### src/sv/lip_pkg.sv
// ----------------------------------------------------------------------------
// lip_pkg: shared types and constants for lattice inversion pairing
// Transaction payloads, cell chain control and token types, register indexes.
// ----------------------------------------------------------------------------
package lip_pkg;

  // Default list capacity
  localparam int MAX_VECTORS_DEF = 64;

  // Field widths
  localparam int NUM_AXES  = 3;
  localparam int COMP_W    = 8;
  localparam int PERIOD_W  = 8;
  localparam int OUT_IDX_W = 6;
  localparam int CFG_IDX_W = 2;

  localparam logic [PERIOD_W-1:0] PERIOD_RESET = PERIOD_W'(1);

  // Configuration register indexes
  typedef enum logic [CFG_IDX_W-1:0] {
    REG_PERIOD_X = 2'd0,
    REG_PERIOD_Y = 2'd1,
    REG_PERIOD_Z = 2'd2
  } cfg_reg_t;

  // Input transaction
  typedef struct packed {
    logic signed [COMP_W-1:0] trans_x;
    logic signed [COMP_W-1:0] trans_y;
    logic signed [COMP_W-1:0] trans_z;
    logic                     end_of_list;
  } item_t;

  // Output transaction
  typedef struct packed {
    logic [OUT_IDX_W-1:0] entry_index;
    logic [OUT_IDX_W-1:0] partner_index;
    logic                 partner_found;
    logic                 last_result;
  } result_t;

  // Broadcast control from the sequencer to every cell
  typedef struct packed {
    logic                                   load;
    logic                                   step;
    logic                                   shift;
    logic [NUM_AXES-1:0][COMP_W-1:0]        comp;
    logic [NUM_AXES-1:0][PERIOD_W-1:0]      period;
  } cell_ctrl_t;

  // Search token flags and residues, handed from cell to cell
  typedef struct packed {
    logic                              live;
    logic                              armed;
    logic                              found;
    logic [NUM_AXES-1:0][PERIOD_W-1:0] res;
  } tok_t;

endpackage

### src/sv/lip_axis_res.sv
// ----------------------------------------------------------------------------
// lip_axis_res: per-axis residue unit
// Restoring remainder of |component| by the period, one bit per step, then
// the non-negative residue of the component and of its negation.
// ----------------------------------------------------------------------------
module lip_axis_res (
  input  logic                         clk,
  input  logic                         load,
  input  logic                         step,
  input  logic [lip_pkg::COMP_W-1:0]   comp,
  input  logic [lip_pkg::PERIOD_W-1:0] period,
  output logic [lip_pkg::PERIOD_W-1:0] res,
  output logic [lip_pkg::PERIOD_W-1:0] neg_res
);

  localparam int CMW = lip_pkg::COMP_W;
  localparam int PW  = lip_pkg::PERIOD_W;

  logic [CMW-1:0] mag;
  logic [PW-1:0]  rem;
  logic           neg;
  logic [PW:0]    trial;
  logic [PW:0]    trial_sub;

  // Trial subtract for the next quotient bit
  always_comb begin
    trial     = {rem, mag[CMW-1]};
    trial_sub = trial - {1'b0, period};
  end

  // Magnitude shifts out MSB first into the partial remainder
  always_ff @(posedge clk) begin
    if (load) begin
      neg <= comp[CMW-1];
      mag <= comp[CMW-1] ? (~comp + 1'b1) : comp;
      rem <= '0;
    end else if (step) begin
      mag <= {mag[CMW-2:0], 1'b0};
      rem <= (trial >= {1'b0, period}) ? trial_sub[PW-1:0] : trial[PW-1:0];
    end
  end

  // Fold the sign back in; residue of the negation is period - res unless zero
  always_comb begin
    res     = (neg && (rem != '0)) ? period - rem : rem;
    neg_res = (res != '0) ? period - res : '0;
  end

endmodule

### src/sv/lip_cell.sv
// ----------------------------------------------------------------------------
// lip_cell: one list entry of the pairing chain
// Holds a vector's residues and its pair record, tests passing search tokens
// and shifts its pair record towards the head when results are read out.
// ----------------------------------------------------------------------------
module lip_cell #(
  parameter int IW  = $clog2(lip_pkg::MAX_VECTORS_DEF),
  parameter int CW  = $clog2(lip_pkg::MAX_VECTORS_DEF + 1),
  parameter int IDX = 0
) (
  input  logic                clk,
  input  logic                rst,
  input  lip_pkg::cell_ctrl_t ctrl,
  input  logic [IW-1:0]       load_idx,
  input  logic [CW-1:0]       count,
  input  lip_pkg::tok_t       tok_in,
  input  logic [IW-1:0]       tok_idx_in,
  input  logic [IW-1:0]       tok_part_in,
  output lip_pkg::tok_t       tok_out,
  output logic [IW-1:0]       tok_idx_out,
  output logic [IW-1:0]       tok_part_out,
  input  logic                wr_en,
  input  logic [IW-1:0]       wr_idx,
  input  logic [IW-1:0]       wr_part,
  input  logic                nb_valid,
  input  logic [IW-1:0]       nb_idx,
  output logic                pair_valid,
  output logic [IW-1:0]       pair_idx
);

  localparam int NA = lip_pkg::NUM_AXES;
  localparam int PW = lip_pkg::PERIOD_W;
  localparam logic [IW-1:0] MY_IDX = IW'(IDX);
  localparam logic [CW-1:0] MY_POS = CW'(IDX);

  logic [NA-1:0][PW-1:0] res;
  logic [NA-1:0][PW-1:0] neg_res;
  logic                  load_me;
  logic                  active;
  logic                  own;
  logic                  hit;
  logic                  wr_me;
  lip_pkg::tok_t         tok_next;
  logic [IW-1:0]         part_next;

  assign load_me = ctrl.load && (load_idx == MY_IDX);
  assign wr_me   = wr_en && (wr_idx == MY_IDX);

  // Residue units, one per axis
  for (genvar a = 0; a < NA; a++) begin : g_axis
    lip_axis_res u_axis (
      .clk     (clk),
      .load    (load_me),
      .step    (ctrl.step),
      .comp    (ctrl.comp[a]),
      .period  (ctrl.period[a]),
      .res     (res[a]),
      .neg_res (neg_res[a])
    );
  end

  // Token test: arm at own entry, then match later entries against its residue
  always_comb begin
    active    = MY_POS < count;
    own       = tok_in.live && (tok_idx_in == MY_IDX);
    hit       = (own && !pair_valid && (res == neg_res)) ||
                (tok_in.live && tok_in.armed && !tok_in.found && active &&
                 (tok_in.res == neg_res));
    tok_next  = tok_in;
    part_next = tok_part_in;
    if (own) begin
      tok_next.armed = 1'b1;
      tok_next.res   = res;
      if (pair_valid) begin
        tok_next.live = 1'b0;   // already paired: entry is skipped
      end
    end
    if (hit) begin
      tok_next.found = 1'b1;
      part_next      = MY_IDX;
    end
  end

  // Token stage
  always_ff @(posedge clk) begin
    if (rst) begin
      tok_out <= '0;
    end else begin
      tok_out <= tok_next;
    end
  end

  always_ff @(posedge clk) begin
    tok_idx_out  <= tok_idx_in;
    tok_part_out <= part_next;
  end

  // Pair record: readout shift, tail write-back, or a match by a passing token
  always_ff @(posedge clk) begin
    if (rst) begin
      pair_valid <= 1'b0;
    end else if (ctrl.shift) begin
      pair_valid <= nb_valid;
    end else if (wr_me || hit) begin
      pair_valid <= 1'b1;
    end
  end

  always_ff @(posedge clk) begin
    if (ctrl.shift) begin
      pair_idx <= nb_idx;
    end else if (wr_me) begin
      pair_idx <= wr_part;
    end else if (hit) begin
      pair_idx <= tok_idx_in;
    end
  end

endmodule

### config.mk
export PLATFORM = sky130hd
export DESIGN_NAME = lip_cell
export DESIGN_NICKNAME = d
export VERILOG_FILES = /design/src/sv/lip_pkg.sv /design/src/sv/lip_axis_res.sv /design/src/sv/lip_cell.sv
export SDC_FILE = /design/constraint.sdc
export NUM_CORES = 1
export LEC_CHECK = 0
export ABC_AREA = 1
export BUFFER_PORTS_ARGS = -buffer_cell sky130_fd_sc_hd__buf_4
export CAP_MARGIN = 10
export CORE_MARGIN = 1
export CORE_UTILIZATION = 55
export CTS_BUF_LIST = sky130_fd_sc_hd__clkbuf_4
export CTS_CLUSTER_SIZE = 10
export DETAILED_ROUTE_END_ITERATION = 10
export PLACE_DENSITY_LB_ADDON = 0.12
export SLEW_MARGIN = 10
export SYNTH_ARGS = -nofsm -noshare
export SYNTH_HDL_FRONTEND = slang
export SYNTH_SLANG_ARGS = --single-unit
### constraint.sdc
create_clock -name clk -period 6.59 [get_ports clk]
set_input_delay 0.3295 -clock clk [delete_from_list [all_inputs] [get_ports clk]]
set_output_delay 0.3295 -clock clk [all_outputs]
set_load 0.02 [all_outputs]
==> results.sh <==
export IMPL_timing_final_hold_violations=0
export IMPL_boundaryPins=171
export IMPL_antenna_found_initial=2
export IMPL_finalNetCount=1686
export IMPL_mostFrequentLayoutCells="sky130_fd_sc_hd__nand2_1, sky130_fd_sc_hd__inv_1, sky130_fd_sc_hd__buf_4, sky130_fd_sc_hd__nor2_1, sky130_fd_sc_hd__nand3_1"
export IMPL_die_area_um2=16200
export IMPL_final_setup_tns_ns=0
export IMPL_critical_path_max_stage_delay_ns=0.43
export IMPL_synth_avg_cell_area_um2=6.52
export IMPL_pwr_share_seq_pct=21.6
export IMPL_synth_cell_types=44
export IMPL_worst_clock_skew_ns=0.0420
export IMPL_grt_start_max_net_pins=49
export IMPL_vdd_ir_drop_max_mv=0.229
export IMPL_power_frac_clock_pct=9.7
export IMPL_synth_edf_count=33
export IMPL_final_standard_cell_count_with_taps_included_and_fillers_excluded=1706
export IMPL_post_cts_setup_buffer_count=0
export IMPL_synthesis_area_um2=8640
export IMPL_clockRootBuffer="sky130_fd_sc_hd__clkbuf_4"
export IMPL_worst_setup_path_start_kind="flip-flop"
export IMPL_worstPathCellList="nor2_1, nand2_1, o21ai_4, inv_2, nand2_1, nand2_1, inv_1, ha_1, inv_1, fa_1, nand3_1, nand2_1, a21oi_1, nand2_1, nand3_1, nand3_1, nand2_1, nand3_1, nor2_1, nand2_1, nor2_1, nand3_1, nand3_2"
export IMPL_placed_cells=1678
export IMPL_cp_top_family="simple AND/OR/NAND/NOR gates"
export IMPL_r2r_end="pair_idx[5]"
export IMPL_setup_viol_count_final=0
export IMPL_design_core_area_um2=15300
export IMPL_number_of_global_route_vias_before_repair=8120
export IMPL_post_synth_main_area_contributors="sky130_fd_sc_hd__nand2_1, sky130_fd_sc_hd__dfxtp_1, sky130_fd_sc_hd__edfxtp_1"
export IMPL_dominantRegCellSynth="sky130_fd_sc_hd__dfxtp_1"
export IMPL_grt_first_pass_wirelength_um=37800
export IMPL_period_needed_ns=3.87
export IMPL_routabilityCongestion=0.954
export IMPL_hold_end="tok_part_out[1]"
export IMPL_portion_of_the_clock_cycle_consumed_by_the_worst_path_in_the_final_layout_pct=58.8
export IMPL_min_path_cells=3
export IMPL_first_pass_iters=7
export IMPL_drive_gt1_share_pct=14.5
export IMPL_crit_top_cell="sky130_fd_sc_hd__nand2_1"
export IMPL_outcome="finished, final reports clean"
export IMPL_layout_commonest_cell="sky130_fd_sc_hd__nand2_1"
export IMPL_power_switching_mw=1.98
export IMPL_timing_critical_path_to_type="flip-flop"
export IMPL_grt_setup_unrepaired="no"
export IMPL_final_cell_area_um2=10300
export IMPL_wirelength_per_cell_um=13.6
export IMPL_async_reset_ff_share_pct=0
export IMPL_max_cap_violations=0
export IMPL_number_of_vias_per_cell=5.29
export IMPL_synth_largest_type_area_fraction_pct=15.6
export IMPL_r2r_start="g_axis[2].u_axis.rem[7]"
export IMPL_deepest_clock_path_buffer_count=2
export IMPL_seq_area_frac_synth_pct=26.3
export IMPL_clkLatencyLatePin_ns=0.52
export IMPL_flow_area_growth_from_synthesis_pct=19.5
export IMPL_worstRegToRegCells=23
export IMPL_power_mw=3.86
export IMPL_synth_top_area_cell="sky130_fd_sc_hd__nand2_1"
export IMPL_grt_usage_pct=29.1
export IMPL_timing_max_transition_violations_final=0
export IMPL_die_y_um=127
export IMPL_drt_wl_total_um=23200
export IMPL_p_leak_nw=5.62
export IMPL_synth_seq_cells=97
export IMPL_cp_max_fo=14
export IMPL_worst_slew_pin_slew_ns=1.08
export IMPL_synthesis_nets=1523
export IMPL_startpoint_to_endpoint_class_of_the_critical_path="reg2reg"
export IMPL_timing_critical_path_arrival_ns=4.07
export IMPL_setup_ws_pre_cts_ns=2.73
export IMPL_cellPowerDensity_nw_per_um2=374
export IMPL_antenna_viol_nets_final=0
export IMPL_drt_iter0_drc=577
export IMPL_reg2reg_setup_slack_ns=2.72
export IMPL_io_buffer_count=170
export IMPL_timing_hold_worst_class="in2reg"
export IMPL_h_tree_depth_reported_by_cts=3
export IMPL_cts_tree="built"
export IMPL_yosysWarningCount=0
export IMPL_fmax_ghz=0.258
export IMPL_fp_dieW_um=127
export IMPL_postLayoutSetupSlackWorst_ns=2.72
export IMPL_overflow=0
export IMPL_detailroute_via_count=9031
export IMPL_max_slew_margin_pct=27.7
export IMPL_critical_path_n_buffers_inverters=3
export IMPL_switching_share_of_power_pct=51.4
export IMPL_crit_required_ns=6.79
export IMPL_cpMaxStageDelayCell="sky130_fd_sc_hd__dfxtp_1"
export IMPL_placementRows=45
export IMPL_hold_path_startpoint="tok_part_in[1]"
export IMPL_drc_errors=0
export IMPL_floorplan_initialDensity_pct=56.6
export IMPL_gate_count_post_synth=1325
export IMPL_clock_sinks=97
export IMPL_power_report_internal_total_mw=1.88
export IMPL_dp_hpwl_um=18400
export IMPL_cts_clk_slew_worst_paths_ns=0.20
export IMPL_comb_power_share_pct=68.7
export IMPL_cts_inserted_buffers=9
export IMPL_placement_cell_area_um2=10100
==> area by class of cell <==
class                           count  area, um2
Tap cell                          211        264
Multi-Input combinational cell    966       5360
Antenna cell                        2       5.00
Clock buffer                        9       67.6
Inverter                          232        871
Sequential cell                    97       2270
Fill cell                        1428       4930
Timing Repair Buffer              182       1390
Clock inverter                      7       95.1
==> through the flow <==
stage	utilization (%)	hold slack [ns]
after floorplan	-	0.357
after global placement	65.9	0.454
after detailed placement	65.9	0.456
after CTS	67.6	0.00173
after global routing	67.7	-0.00466
final	67.7	0.0193
==> registers in the layout, summed over array words and instances, names as in the netlist <==
register and count:
tok_part_out 6, g_axis.u_axis.rem 24, tok_out 27, pair_idx 6, tok_idx_out 6, pair_valid 1
g_axis.u_axis.mag 24, g_axis.u_axis.neg 3
==> synth_stat cells (all sizes together) (2+ instances only) <==
cell type / number
dfxtp: 64
nor3b: 4
nand3: 111
a31oi: 4
nand2: 366
o21ai: 60
nor4: 4
xor2: 28
inv: 232
nor2: 115
edfxtp: 33
or2: 4
o22ai: 19
xnor2: 21
a21o: 3
clkbuf: 23
o211ai: 21
buf: 7
a211oi: 5
nand3b: 6
ha: 64
a21oi: 65
o41ai: 3
a22o: 2
and2: 6
nor3: 10
fa: 9
nand4: 29
o32ai: 4
==> timing repair <==
item | in CTS | in global routing
hold buffers | 9 | 1
setup endpoints to repair | 0 | 0
resized for setup | 0 | 0
hold endpoints to repair | 9 | 1
==> worst reg2reg max path, cell delays in order, from the launching register on <==
cell and delay (ns):
sky130_fd_sc_hd__dfxtp_1 0.43, sky130_fd_sc_hd__nor2_1 0.13, sky130_fd_sc_hd__nand2_1 0.09, sky130_fd_sc_hd__o21ai_4 0.41
sky130_fd_sc_hd__inv_2 0.13, sky130_fd_sc_hd__nand2_1 0.09, sky130_fd_sc_hd__nand2_1 0.08, sky130_fd_sc_hd__inv_1 0.11
sky130_fd_sc_hd__ha_1 0.17, sky130_fd_sc_hd__inv_1 0.07, sky130_fd_sc_hd__fa_1 0.40, sky130_fd_sc_hd__nand3_1 0.12
sky130_fd_sc_hd__nand2_1 0.09, sky130_fd_sc_hd__a21oi_1 0.14, sky130_fd_sc_hd__nand2_1 0.08, sky130_fd_sc_hd__nand3_1 0.10
sky130_fd_sc_hd__nand3_1 0.12, sky130_fd_sc_hd__nand2_1 0.11, sky130_fd_sc_hd__nand3_1 0.09, sky130_fd_sc_hd__nor2_1 0.10
sky130_fd_sc_hd__nand2_1 0.06, sky130_fd_sc_hd__nor2_1 0.09, sky130_fd_sc_hd__nand3_1 0.15, sky130_fd_sc_hd__nand3_2 0.19
==> power groups by stage <==
stage | registers (mW) | clock network (mW) | logic (mW)
final | 0.833 | 0.374 | 2.65
after global routing | 0.850 | 0.403 | 3.04
after CTS | 0.831 | 0.377 | 2.63
after detailed placement | 0.845 | 0 | 2.61
after global placement | 0.841 | 0 | 2.56
after floorplan | 0.834 | 0 | 2.04
==> cell families (layout without fill, tap and decap cells) <==
logic type / after synthesis / after routing / synth area share, %
AO/OA/AOI/OAI: 189 / 189 / 13.1
XOR/XNOR: 49 / 49 / 4.97
adder cells (fa/ha/maj): 73 / 73 / 11.4
buffers and inverters: 262 / 430 / 11.7
flip-flops: 97 / 97 / 26.3
other: 0 / 2 / 0
AND/OR/NAND/NOR: 655 / 655 / 32.6
==> routing by layer <==
layer | wire [um] | vias to the layer above | global-route usage [%]
li1 | - | 4632 | -
met1 | 10300 | 4056 | 38.0
met2 | 10900 | 313 | 49.2
met3 | 1610 | 30 | 5.07
met4 | 404 | 0 | 8.61
met5 | 0 | - | 0
==> how the worst max path moves through the flow <==
stage	from	to	cells past startpoint
2_1_floorplan	ctrl[16]	pair_idx[0]	24
3_3_place_gp	ctrl[16]	pair_idx[2]	25
3_5_place_dp	ctrl[16]	pair_idx[4]	25
4_1_cts	g_axis[2].u_axis.rem[0]	pair_idx[0]	23
5_1_grt	g_axis[0].u_axis.rem[0]	pair_idx[0]	18
6_report	g_axis[2].u_axis.rem[7]	pair_idx[5]	23
Power figures use the tool's default switching activity.
